File: src/hw/rtl/pwmtsp_pkg.sv
`timescale 1ns / 1ps

package pwmtsp_pkg;

  // Field widths
  localparam int KIND_W   = 2;
  localparam int INDEX_W  = 5;
  localparam int PERIOD_W = 16;
  localparam int TICKS_W  = 16;
  localparam int LEN_W    = 4;
  localparam int VOL_W    = 3;
  localparam int ENTRY_W  = PERIOD_W + TICKS_W;

  localparam logic [VOL_W-1:0] VOL_RESET = 3'd5;

  // Input item kinds
  typedef enum logic [KIND_W-1:0] {
    KIND_TICK  = 2'd0,
    KIND_WRITE = 2'd1,
    KIND_START = 2'd2
  } kind_t;

  // Sequencer states
  typedef enum logic [3:0] {
    ST_IDLE,
    ST_REDUCE,
    ST_WRITE,
    ST_SCAN_RD,
    ST_SCAN_CHK,
    ST_TICK,
    ST_ADVANCE,
    ST_LOAD,
    ST_MUL
  } state_t;

  // Q0.16 duty factors, rounded up; codes above 5 act as 5
  function automatic logic [PERIOD_W-1:0] vol_factor(input logic [VOL_W-1:0] sel);
    logic [PERIOD_W-1:0] f;
    unique case (sel)
      3'd0:    f = 16'd0;
      3'd1:    f = 16'd3277;
      3'd2:    f = 16'd4588;
      3'd3:    f = 16'd6554;
      3'd4:    f = 16'd13108;
      default: f = 16'd32768;
    endcase
    return f;
  endfunction

endpackage

File: src/hw/rtl/pwm_tone_sequence_player.sv
`timescale 1ns / 1ps
// Channel  | Handshake             | Payload
// ---------+-----------------------+-------------------------------------------
// item in  | start & !busy         | kind, entry_index, tone_period, tone_ticks
// result   | done (1-cycle strobe) | tone_on, pwm_period, pwm_compare,
//          |                       | sequence_busy
// config   | cfg_wr_en             | cfg_wr_data (volume select)
//
// States after acceptance: write REDUCE, WRITE; tick REDUCE, TICK, ADVANCE,
// then LOAD (table read) and MUL (the multiplier) when a new tone is loaded;
// start REDUCE, SCAN_RD, then one SCAN_CHK per table entry checked, up to
// MAX_SEQ_LEN. One more REDUCE per subtraction when entry_index >= TABLE_DEPTH.
// Synchronous active-high reset clears control state; the tone table is not
// cleared. Results cannot be stalled; the next beat is taken in the done cycle.

module pwm_tone_sequence_player #(
  parameter int TABLE_DEPTH = 32,
  parameter int MAX_SEQ_LEN = 10
) (
  input  logic                            clk,
  input  logic                            rst,
  input  logic                            start,
  output logic                            busy,
  input  logic [pwmtsp_pkg::KIND_W-1:0]   kind,
  input  logic [pwmtsp_pkg::INDEX_W-1:0]  entry_index,
  input  logic [pwmtsp_pkg::PERIOD_W-1:0] tone_period,
  input  logic [pwmtsp_pkg::TICKS_W-1:0]  tone_ticks,
  input  logic                            cfg_wr_en,
  input  logic [pwmtsp_pkg::VOL_W-1:0]    cfg_wr_data,
  output logic                            done,
  output logic                            tone_on,
  output logic [pwmtsp_pkg::PERIOD_W-1:0] pwm_period,
  output logic [pwmtsp_pkg::PERIOD_W-1:0] pwm_compare,
  output logic                            sequence_busy
);
  import pwmtsp_pkg::*;

  localparam int IDX_W = (TABLE_DEPTH > 1) ? $clog2(TABLE_DEPTH) : 1;
  localparam int RED_W = (IDX_W > INDEX_W) ? IDX_W : INDEX_W;
  localparam int CMP_W = RED_W + 1;
  localparam logic [CMP_W-1:0] DEPTH_C = CMP_W'(TABLE_DEPTH);
  localparam logic [IDX_W-1:0] LAST_IDX = IDX_W'(TABLE_DEPTH - 1);
  localparam logic [LEN_W-1:0] SCAN_LAST = LEN_W'(MAX_SEQ_LEN - 1);
  localparam logic [LEN_W-1:0] SCAN_MAX = LEN_W'(MAX_SEQ_LEN);

  state_t state, state_next;

  // Captured item
  logic [KIND_W-1:0]   kind_q;
  logic [PERIOD_W-1:0] period_q;
  logic [TICKS_W-1:0]  ticks_q;
  logic [RED_W-1:0]    red_idx;

  // Sequence and tone state
  logic [VOL_W-1:0]    volume_select;
  logic                seq_active;
  logic [IDX_W-1:0]    play_ptr;
  logic [LEN_W-1:0]    seq_length;
  logic [LEN_W-1:0]    seq_position;
  logic                tone_running;
  logic [TICKS_W-1:0]  ticks_left;
  logic [PERIOD_W-1:0] period_reg;
  logic [PERIOD_W-1:0] compare_reg;

  // Scan
  logic [IDX_W-1:0]    scan_ptr;
  logic [LEN_W-1:0]    scan_cnt;

  // Tone table
  logic [ENTRY_W-1:0]  tone_mem [TABLE_DEPTH];
  logic [ENTRY_W-1:0]  rd_data;
  logic [IDX_W-1:0]    rd_addr;
  logic                mem_we;

  logic                finish;
  logic                reduce_ok;
  logic                scan_zero;
  logic                scan_stop;
  logic                play_next;
  logic [IDX_W-1:0]    scan_ptr_inc;
  logic [IDX_W-1:0]    play_ptr_inc;
  logic [IDX_W-1:0]    base_ptr_inc;
  logic [PERIOD_W-1:0] duty_compare;

  // Status decodes
  always_comb begin
    reduce_ok    = !({1'b0, red_idx} >= DEPTH_C);
    scan_zero    = (rd_data[ENTRY_W-1:TICKS_W] == '0);
    scan_stop    = scan_zero || (scan_cnt == SCAN_LAST);
    play_next    = seq_active && !tone_running && (seq_position < seq_length);
    scan_ptr_inc = (scan_ptr == LAST_IDX) ? '0 : scan_ptr + 1'b1;
    play_ptr_inc = (play_ptr == LAST_IDX) ? '0 : play_ptr + 1'b1;
    base_ptr_inc = (red_idx[IDX_W-1:0] == LAST_IDX) ? '0 : red_idx[IDX_W-1:0] + 1'b1;
  end

  // Next state
  always_comb begin
    state_next = state;
    unique case (state)
      ST_IDLE:     if (start) state_next = ST_REDUCE;
      ST_REDUCE: begin
        if (reduce_ok) begin
          unique case (kind_q)
            KIND_TICK:  state_next = ST_TICK;
            KIND_WRITE: state_next = ST_WRITE;
            KIND_START: state_next = ST_SCAN_RD;
            default:    state_next = ST_IDLE;
          endcase
        end
      end
      ST_WRITE:    state_next = ST_IDLE;
      ST_SCAN_RD:  state_next = ST_SCAN_CHK;
      ST_SCAN_CHK: if (scan_stop) state_next = ST_IDLE;
      ST_TICK:     state_next = ST_ADVANCE;
      ST_ADVANCE:  state_next = play_next ? ST_LOAD : ST_IDLE;
      ST_LOAD:     state_next = ST_MUL;
      ST_MUL:      state_next = ST_IDLE;
      default:     state_next = ST_IDLE;
    endcase
  end

  // Sequencer outputs
  always_comb begin
    finish  = 1'b0;
    mem_we  = 1'b0;
    rd_addr = play_ptr;
    unique case (state)
      ST_REDUCE:   finish = reduce_ok && (kind_q != KIND_TICK) &&
                            (kind_q != KIND_WRITE) && (kind_q != KIND_START);
      ST_WRITE: begin
        mem_we = 1'b1;
        finish = 1'b1;
      end
      ST_SCAN_RD:  rd_addr = red_idx[IDX_W-1:0];
      ST_SCAN_CHK: begin
        rd_addr = scan_ptr;
        finish  = scan_stop;
      end
      ST_ADVANCE:  finish = !play_next;
      ST_MUL:      finish = 1'b1;
      default:     finish = 1'b0;
    endcase
  end

  always_ff @(posedge clk) begin
    if (rst) begin
      state <= ST_IDLE;
      done  <= 1'b0;
    end else begin
      state <= state_next;
      done  <= finish;
    end
  end

  // Volume register
  always_ff @(posedge clk) begin
    if (rst) begin
      volume_select <= VOL_RESET;
    end else if (cfg_wr_en) begin
      volume_select <= cfg_wr_data;
    end
  end

  // Item capture and index reduction by repeated subtraction
  always_ff @(posedge clk) begin
    if (state == ST_IDLE && start) begin
      kind_q   <= kind;
      period_q <= tone_period;
      ticks_q  <= tone_ticks;
      red_idx  <= RED_W'(entry_index);
    end else if (state == ST_REDUCE && !reduce_ok) begin
      red_idx <= RED_W'({1'b0, red_idx} - DEPTH_C);
    end
  end

  // Tone table: one write port, one registered read port
  always_ff @(posedge clk) begin
    if (mem_we) begin
      tone_mem[red_idx[IDX_W-1:0]] <= {period_q, ticks_q};
    end
    rd_data <= tone_mem[rd_addr];
  end

  // Terminator scan, one entry per cycle
  always_ff @(posedge clk) begin
    if (state == ST_SCAN_RD) begin
      scan_ptr <= base_ptr_inc;
      scan_cnt <= '0;
    end else if (state == ST_SCAN_CHK) begin
      scan_ptr <= scan_ptr_inc;
      scan_cnt <= scan_cnt + 1'b1;
    end
  end

  // Sequence and tone state updates
  always_ff @(posedge clk) begin
    if (rst) begin
      seq_active   <= 1'b0;
      play_ptr     <= '0;
      seq_length   <= '0;
      seq_position <= '0;
      tone_running <= 1'b0;
      ticks_left   <= '0;
      period_reg   <= '0;
      compare_reg  <= '0;
    end else begin
      unique case (state)
        ST_SCAN_CHK: begin
          if (scan_stop) begin
            play_ptr     <= red_idx[IDX_W-1:0];
            seq_length   <= scan_zero ? scan_cnt : SCAN_MAX;
            seq_position <= '0;
            seq_active   <= 1'b1;
          end
        end
        ST_TICK: begin
          if (tone_running && ticks_left != '0) begin
            ticks_left <= ticks_left - 1'b1;
            if (ticks_left == TICKS_W'(1)) tone_running <= 1'b0;
          end
        end
        ST_ADVANCE: begin
          if (seq_active && !tone_running && !(seq_position < seq_length)) begin
            seq_active <= 1'b0;
          end
        end
        ST_LOAD: begin
          period_reg   <= rd_data[ENTRY_W-1:TICKS_W];
          ticks_left   <= rd_data[TICKS_W-1:0];
          tone_running <= 1'b1;
          play_ptr     <= play_ptr_inc;
          seq_position <= seq_position + 1'b1;
        end
        ST_MUL:  compare_reg <= duty_compare;
        default: ;
      endcase
    end
  end

  // Multiplier for the compare value
  pwmtsp_duty u_duty (
    .clk     (clk),
    .period  (rd_data[ENTRY_W-1:TICKS_W]),
    .vol_sel (volume_select),
    .compare (duty_compare)
  );

  assign busy          = (state != ST_IDLE);
  assign tone_on       = tone_running;
  assign pwm_period    = period_reg;
  assign pwm_compare   = compare_reg;
  assign sequence_busy = seq_active;

endmodule

File: src/hw/rtl/pwmtsp_duty.sv
`timescale 1ns / 1ps

module pwmtsp_duty (
  input  logic                            clk,
  input  logic [pwmtsp_pkg::PERIOD_W-1:0] period,
  input  logic [pwmtsp_pkg::VOL_W-1:0]    vol_sel,
  output logic [pwmtsp_pkg::PERIOD_W-1:0] compare
);
  import pwmtsp_pkg::*;

  logic [2*PERIOD_W-1:0] prod_full;

  // period times Q0.16 fraction, keep the integer part
  always_comb begin
    prod_full = {{PERIOD_W{1'b0}}, period} * {{PERIOD_W{1'b0}}, vol_factor(vol_sel)};
  end

  always_ff @(posedge clk) begin
    compare <= prod_full[2*PERIOD_W-1:PERIOD_W];
  end

endmodule

File: config.mk
export PLATFORM = sky130hd
export DESIGN_NAME = pwm_tone_sequence_player
export DESIGN_NICKNAME = d
export VERILOG_FILES = /design/src/hw/rtl/pwmtsp_pkg.sv /design/src/hw/rtl/pwm_tone_sequence_player.sv /design/src/hw/rtl/pwmtsp_duty.sv
export SDC_FILE = /design/constraint.sdc
export NUM_CORES = 2
export LEC_CHECK = 0
export BUFFER_PORTS_ARGS = -buffer_cell sky130_fd_sc_hd__buf_4
export CAP_MARGIN = 0
export CORE_MARGIN = 2
export CORE_UTILIZATION = 51
export CTS_BUF_LIST = sky130_fd_sc_hd__clkbuf_4 sky130_fd_sc_hd__clkbuf_8
export DETAILED_ROUTE_END_ITERATION = 6
export GPL_ROUTABILITY_DRIVEN = 0
export GPL_TIMING_DRIVEN = 1
export PLACE_DENSITY = 0.79
export SLEW_MARGIN = 40
export SYNTH_ARGS = -nofsm -noshare
export SYNTH_HDL_FRONTEND = slang
export SYNTH_SLANG_ARGS = --single-unit
File: constraint.sdc
create_clock -name clk -period 21.1 [get_ports clk]
set_input_delay 4.22 -clock clk [delete_from_list [all_inputs] [get_ports clk]]
set_output_delay 4.22 -clock clk [all_outputs]
set_load 0.01 [all_outputs]
== Yosys cells after proc, flatten, opt, wreduce, memory -nomap -nowiden ==
Memory sizes are Yosys's and may differ from the RTL's. A register that Yosys moved wholly into a read port is not among the register bits.
Cells that the tools add are included.
Widths: inputs -> output; s select.

* Register bits after elaboration: 135
* Logic and storage cells: 110
* Output and inout bits: 36
* RAM bits: 1024
* ROM bits: 0
* Bits in latches: 0
* Bits of input ports: 46
* Memories kept: 1

{| class="wikitable"
|+ Memories
! name !! depth !! bits a word !! read ports !! clocked after memory_dff !! wr ports !! line !! source
|-
| tone_mem || 32 || 32 || 1 || 1 || 1 || pwm_tone_sequence_player.sv:70 || <nowiki>logic [ENTRY_W-1:0] tone_mem [TABLE_DEPTH];</nowiki>
|}

* Shift-type cells: 0
* Reduce and logical (&&, ||, !) cells: 29
* Bitwise gates (word level): 0
* Mux-type cells: 28
* Add/subtract/negate cells: 6
* Eq/ne operators: 26
* Div/mod/pow operators: 0
* Multiply operators: 1
* Order comparisons: 1

{| class="wikitable"
|+ Operator list
! operator !! number
|-
| $pmux 16 s5 || 1
|-
| $mul 16x16->32 || 1
|-
| $pmux 16 s2 || 1
|-
| $mux 5 || 6
|-
| $pmux 4 s7 || 1
|-
| $pmux 5 s2 || 2
|-
| $eq 16x1->1 const B || 1
|-
| $eq 4x3->1 const B || 4
|-
| $logic_not 16->1 || 1
|-
| $mux 16 || 1
|-
| $reduce_bool 16->1 || 1
|-
| $sub 16x1->16 const B || 1
|-
| $add 5x1->5 const B || 3
|-
| $eq 5x5->1 const B || 3
|-
| $mux 4 || 3
|-
| $ne 2x2->1 const B || 6
|-
| $reduce_bool 2->1 || 5
|-
| $pmux 3 s3 || 1
|-
| $add 4x1->4 const B || 2
|-
| $eq 4x2->1 const B || 2
|-
| $eq 4x4->1 const B || 2
|-
| $pmux 4 s2 || 1
|-
| $reduce_and 2->1 || 4
|-
| $logic_and 1x1->1 || 7
|-
| other kinds (20) || 31
|}

== Longest topological paths before layout ==
* Depth after elaboration: 5
* Gate-level depth with buffers: 26
* Mapped depth without buffers: 25

== Cells and area by module ==
A second synthesis with hierarchy kept.

* Cell total of the unflattened synthesis: 4166
* Area total of the unflattened synthesis: 53486.3 um2

{| class="wikitable"
|+ Modules (own cells, without submodules)
! module !! area each (um2) !! cells each !! instances !! seq. area each (um2)
|-
| pwm_tone_sequence_player || 45403.5 || 3270 || 1 || 34212.8
|-
| pwmtsp_duty || 8082.8 || 896 || 1 || 320.3
|}

== Worst setup path after synthesis ==
OpenSTA, ideal clock, no wires.

* Path kind: register -> register
* From: register volume_select[2]
* To: register u_duty.compare[2] (netlist name)
* Setup slack: 14.319 ns
* Arrival time: 6.675 ns
* Data required time: 20.994 ns
* Library setup time: 0.106 ns
* Cell stages (with the launch flop): 26
* Path buffers: 2
* Period minus slack after synthesis: 6.781 ns
* Cells stage by stage: dfxtp_1 > clkbuf_1 > inv_1 > nor3_1 > clkbuf_1 > nand2_1 > inv_1 > nor2_1 > fa_1 > fa_1 > fa_1 > inv_1 > fa_1 > fa_1 > inv_1 > fa_1 > inv_1 > ha_1 > o21a_1 > o21ai_0 > a211oi_1 > o31ai_1 > a21boi_0 > o21a_1 > or4b_2 > o311ai_0

* Cells in the longest elaborated chain, start to end: 3
* Elaborated cells between the ends (all ways): 7
* Those cells by class: mul: 1; eq/ne: 4; mux: 1; reduce/logical: 1

{| class="wikitable"
|+ RTL lines
! element !! line !! source
|-
| start, declared || pwm_tone_sequence_player.sv:55 || <nowiki>logic [VOL_W-1:0] volume_select;</nowiki>
|-
| start signal, assigned || pwm_tone_sequence_player.sv:160 || <nowiki>volume_select <= cfg_wr_data;</nowiki>
|-
| $eq 3x3->1, or another cell as far along || pwmtsp_pkg.sv:39 || <nowiki>unique case (sel)</nowiki>
|-
| $pmux 16 s5 (*) || pwmtsp_pkg.sv:39 ||
|-
| $mul 16x16->32 (*) || pwmtsp_duty.sv:15 || <nowiki>prod_full = {{PERIOD_W{1'b0}}, period} * {{PERIOD_W{1'b0}}, vol_factor(vol_sel)};</nowiki>
|-
| named net u_duty.prod_full[18] || pwmtsp_duty.sv:11 || <nowiki>logic [2*PERIOD_W-1:0] prod_full;</nowiki>
|-
| end signal, assigned || pwmtsp_duty.sv:19 || <nowiki>compare <= prod_full[2*PERIOD_W-1:PERIOD_W];</nowiki>
|-
| end, declared || pwmtsp_duty.sv:7 || <nowiki>output logic [pwmtsp_pkg::PERIOD_W-1:0] compare</nowiki>
|}

The timed path passes the listed nets; every way through them passes the cells marked *.
A chain may end at the register's enable or synchronous reset.

== Worst setup path in the final report ==
* From: register volume_select[1]
* To: register u_duty.compare[2] (netlist name)

The elaborated chain is that of the path after synthesis.

==> results.tsv <==
stage	metric	value	unit
global_route	grt_pass1_wl	184	mm
critical_path	crit_path_end_kind	flip-flop	
floorplanning	coreArea	100000	um2
critical_path	rrSetupSlack	13540	ps
global_route	gr-total-overflow	0	
pwr	combPwrFrac	14.5	%
layout	seq_area	34500	um2
pwr	intPower	4.03	mW
critical_path	cp_slowest_cell	nor2_1	
clocking	htreeDepth	4	
critical_path	critPathArrivalTime	8310	ps
yosys	synth_seq_area_share	66.6	%
layout	n_fill_cell	7153	
clocking	clock-sinks	1191	
yosys	synth_edf_count	1068	
pwr	p_switching	1.41	mW
layout	largest_reg_flops	1024	
routing	wirelength	127	mm
sta	fin_worst_skew	54.0	ps
clocking	worstSkewPairLatency	870	ps
clocking	cts_tree	done	
pwr	finalPower	5.44	mW
floorplanning	dieArea	104000	um2
yosys	ys_warn_count	0	
clocking	clockRootBuffer	clkbuf_8	
sta	fin_crit_sh	35.8	%
critical_path	crit_family	adder cells	
pwr	leakage	20.6	nW
routing	drt-pass1-iter-count	7	
placed_design	dp_slack	13620	ps
clocking	cts_setup_buffers	0	
clocking	clockBufferDepth	3	
floorplanning	placementRows	116	
yosys	ys_ff_latch	1191	
sta	rsz0062_at_grt	no	
critical_path	r2r-start	volume_select[1]	
critical_path	crit_path_start_kind	flip-flop	
critical_path	worstPathRequired	21850	ps
clocking	numCtsBuffers	182	
routing	initialDrtViolationCount	4069	
yosys	synth_area	51800	um2
floorplanning	die_w	323	um
routing	drt-wirelength-per-cell	26.9	um
clocking	cts_resized	0	
sta	setup_ws	13540	ps
sta	fmax	0.132	GHz
critical_path	crit_chain	buf_4 > xnor2_1 > nor2_1 > and2_1 > nor2_1 > fa_1 > fa_1 > fa_1 > inv_1 > fa_1 > fa_1 > inv_1 > fa_1 > inv_1 > ha_1 > o21a_1 > o21ai_0 > a211oi_1 > o31ai_1 > a21boi_0 > o21a_1 > or4b_2 > o311ai_0	
pwr	peakVddDrop	0.0000591	V
critical_path	criticalPathCategory	flip-flop to flip-flop	
yosys	synth_flop_cell	edfxtp_1	
yosys	synth_nets	3335	
yosys	synthCells	2977	
floorplanning	io_pins	82	
worst_hold_path	hp-start	u_duty.compare[13]	
global_route	antenna_found_initial	1	
global_route	grt_pass1_vias	28400	
pwr	switching_share	25.9	%
pwr	clockPowerShare	36.0	%
pwr	powerDensity	92.7	nW/um2
routing	antenna_left	0	
global_route	grtUsageTotal	24.6	%
yosys	async_reset_ff_share	0	%
sta	tns	0	ps
critical_path	r2r_cells	23	
run	max_cap_viol_count	0	
routing	viasPerCell	6.05	
sta	relSlewSlack	40.9	%
layout	area_growth	13.2	%
sta	finalSetupViolCount	0	
layout	drive_above_1_share	24.5	%
worst_hold_path	hp-class	flip-flop to flip-flop	
layout	layout.cells.non_filler	4709	
pwr	p_seq_share	49.5	%
floorplanning	initial_core_util	51.6	%
global_route	grt_start_max_net_pins	133	
sta	slew_viol_final	0	
critical_path	crit_buf_inv	4	
sta	worst_pin_slew	884	ps
layout	multi_input_comb_area	15900	um2
worst_hold_path	min_delay_worst_endpoint	pwm_compare[13]	
clocking	holdBufCountCts	0	
placed_design	place_inst	4335	
placed_design	post-dp-hpwl	73.3	mm
sta	fin_crit	7560	ps
routing	vias	28500	
critical_path	reg2reg_to	u_duty.compare[2]	
critical_path	crit_top_cell	fa_1	
layout	nNetsFinal	3559	
placed_design	io_buffers	81	
sta	hold_viol	0	
layout	design_area	58700	um2
worst_hold_path	hold_path_depth	2	
critical_path	cp_max_fo	45	
routing	drcViolationCount	0	
yosys	syn_area_per_cell	17.4	um2
clocking	path_clk_slew	50	ps
critical_path	cpPeakStageDelay	680	ps
placed_design	post_dp_cell_area	54300	um2
floorplanning	die-height	323	um
yosys	yosysUniqueCellTypes	67	
outcome	outcome	complete, no violations	
-- cell usage in the layout, fill, tap and decap left out, types with 12 or more instances in the layout --
cell and count:
a211oi_1 18, a21oi_1 59, and2_1 60, and3_1 12, buf_4 127, buf_6 33
clkbuf_4 62, clkbuf_8 202, clkinv_1 30, clkinv_2 18, dfxtp_1 123, edfxtp_1 1068
fa_1 178, ha_1 134, inv_1 270, mux4_2 256, nand2_1 167, nand3_1 18
nor2_1 71, nor2_4 32, nor3_1 15, nor4_1 27, nor4_2 13, o21ai_0 14
o22ai_1 128, xnor2_1 23, xor2_1 13
-- layer usage --
metal	routed length, um	vias up	part of all wire [%]	track usage, %
li1	-	11800	-	-
met1	47200	14500	37	33.1
met2	60200	1864	47	38.2
met3	15100	262	12	7.33
met4	4240	0	3.3	9.29
met5	0	-	0	0
-- power groups by stage --
stage	logic (mW)	clock network (mW)	registers (mW)
2_1_floorplan	0.584	0	2.72
3_3_place_gp	0.736	0	2.76
3_5_place_dp	0.750	0	2.76
4_1_cts	0.757	1.98	2.71
5_1_grt	0.900	2.09	2.69
6_report	0.787	1.96	2.69
-- worst register-to-register path, delay by kind of cell (launching register included) --
kind	cells	cell delay, ps
simple gates	4	1620
xor+xnor	1	130
compound gates	7	1610
flops	1	320
buf+inv	4	520
fa+ha+maj	7	3270
-- worst max-delay path by stage --
| stage | depth (start not counted) | start | end | slack (ps) |
|---|---|---|---|---|
| finish | 23 | volume_select[1] | u_duty.compare[2] | 13540 |
| global route | 22 | volume_select[0] | u_duty.compare[2] | 13120 |
| CTS | 23 | volume_select[1] | u_duty.compare[2] | 13600 |
| detailed placement | 23 | volume_select[1] | u_duty.compare[2] | 13620 |
| global placement | 22 | volume_select[1] | u_duty.compare[2] | 13490 |
| floorplan | 25 | volume_select[2] | u_duty.compare[2] | 14320 |
-- Yosys cell counts, types with 4 or more instances --
library cell	count	share of area, %
o211ai_1	5	0.072
buf_2	52	0.50
a31oi_1	7	0.084
nand3_1	19	0.18
nand2_1	172	1.2
nor2_1	106	0.77
edfxtp_1	1068	62
a311oi_1	4	0.068
nand4_1	7	0.084
dfxtp_1	123	4.8
nor2b_1	10	0.12
fa_1	178	6.9
xnor2_1	23	0.39
or2_2	11	0.13
nor3_1	15	0.14
a21o_1	5	0.072
o22ai_1	128	1.5
o21a_1	8	0.12
nor4_2	13	0.31
buf_1	4	0.029
clkbuf_1	57	0.41
a211oi_1	18	0.26
nand2b_1	12	0.14
nor4_1	27	0.33
and2_1	60	0.72
o31ai_1	6	0.087
ha_1	134	3.2
o21ai_0	14	0.14
mux4_2	256	11
buf_4	21	0.30
or3_1	5	0.060
and3_1	13	0.16
inv_1	270	2.0
a21oi_1	59	0.57
xor2_1	13	0.22
nand3b_1	6	0.087
-- through the flow --
stage                     hold slack, ps  util [%]
after global routing                 434      58.4
after CTS                            411      57.9
after detailed placement             427      54.1
after global placement               427      54.0
after floorplan                      417         -
final                                410      58.4
-- cells by family (layout without fill, tap and decap cells) --
kind of cell    Yosys count  after routing  synth area share (%)
mux                     261            261                  11.2
compound gates          275            275                  3.39
other cells               0              1                     0
xor+xnor                 36             36                 0.608
fa+ha+maj               312            312                  10.1
simple gates            494            494                  4.78
flops                  1191           1191                  66.6
buf+inv                 408            782                  3.25
-- final cells by class --
cell class	count	area share, %
clock inverters	70	0.938
inverters	270	1.73
repair buffers	178	2.93
diodes	1	0.00427
flip-flops and latches	1191	58.9
clock buffers	264	5.53
well taps	1357	2.89
multi-input cells	1378	27.1
No activity file was read; power rests on OpenSTA's default activity.
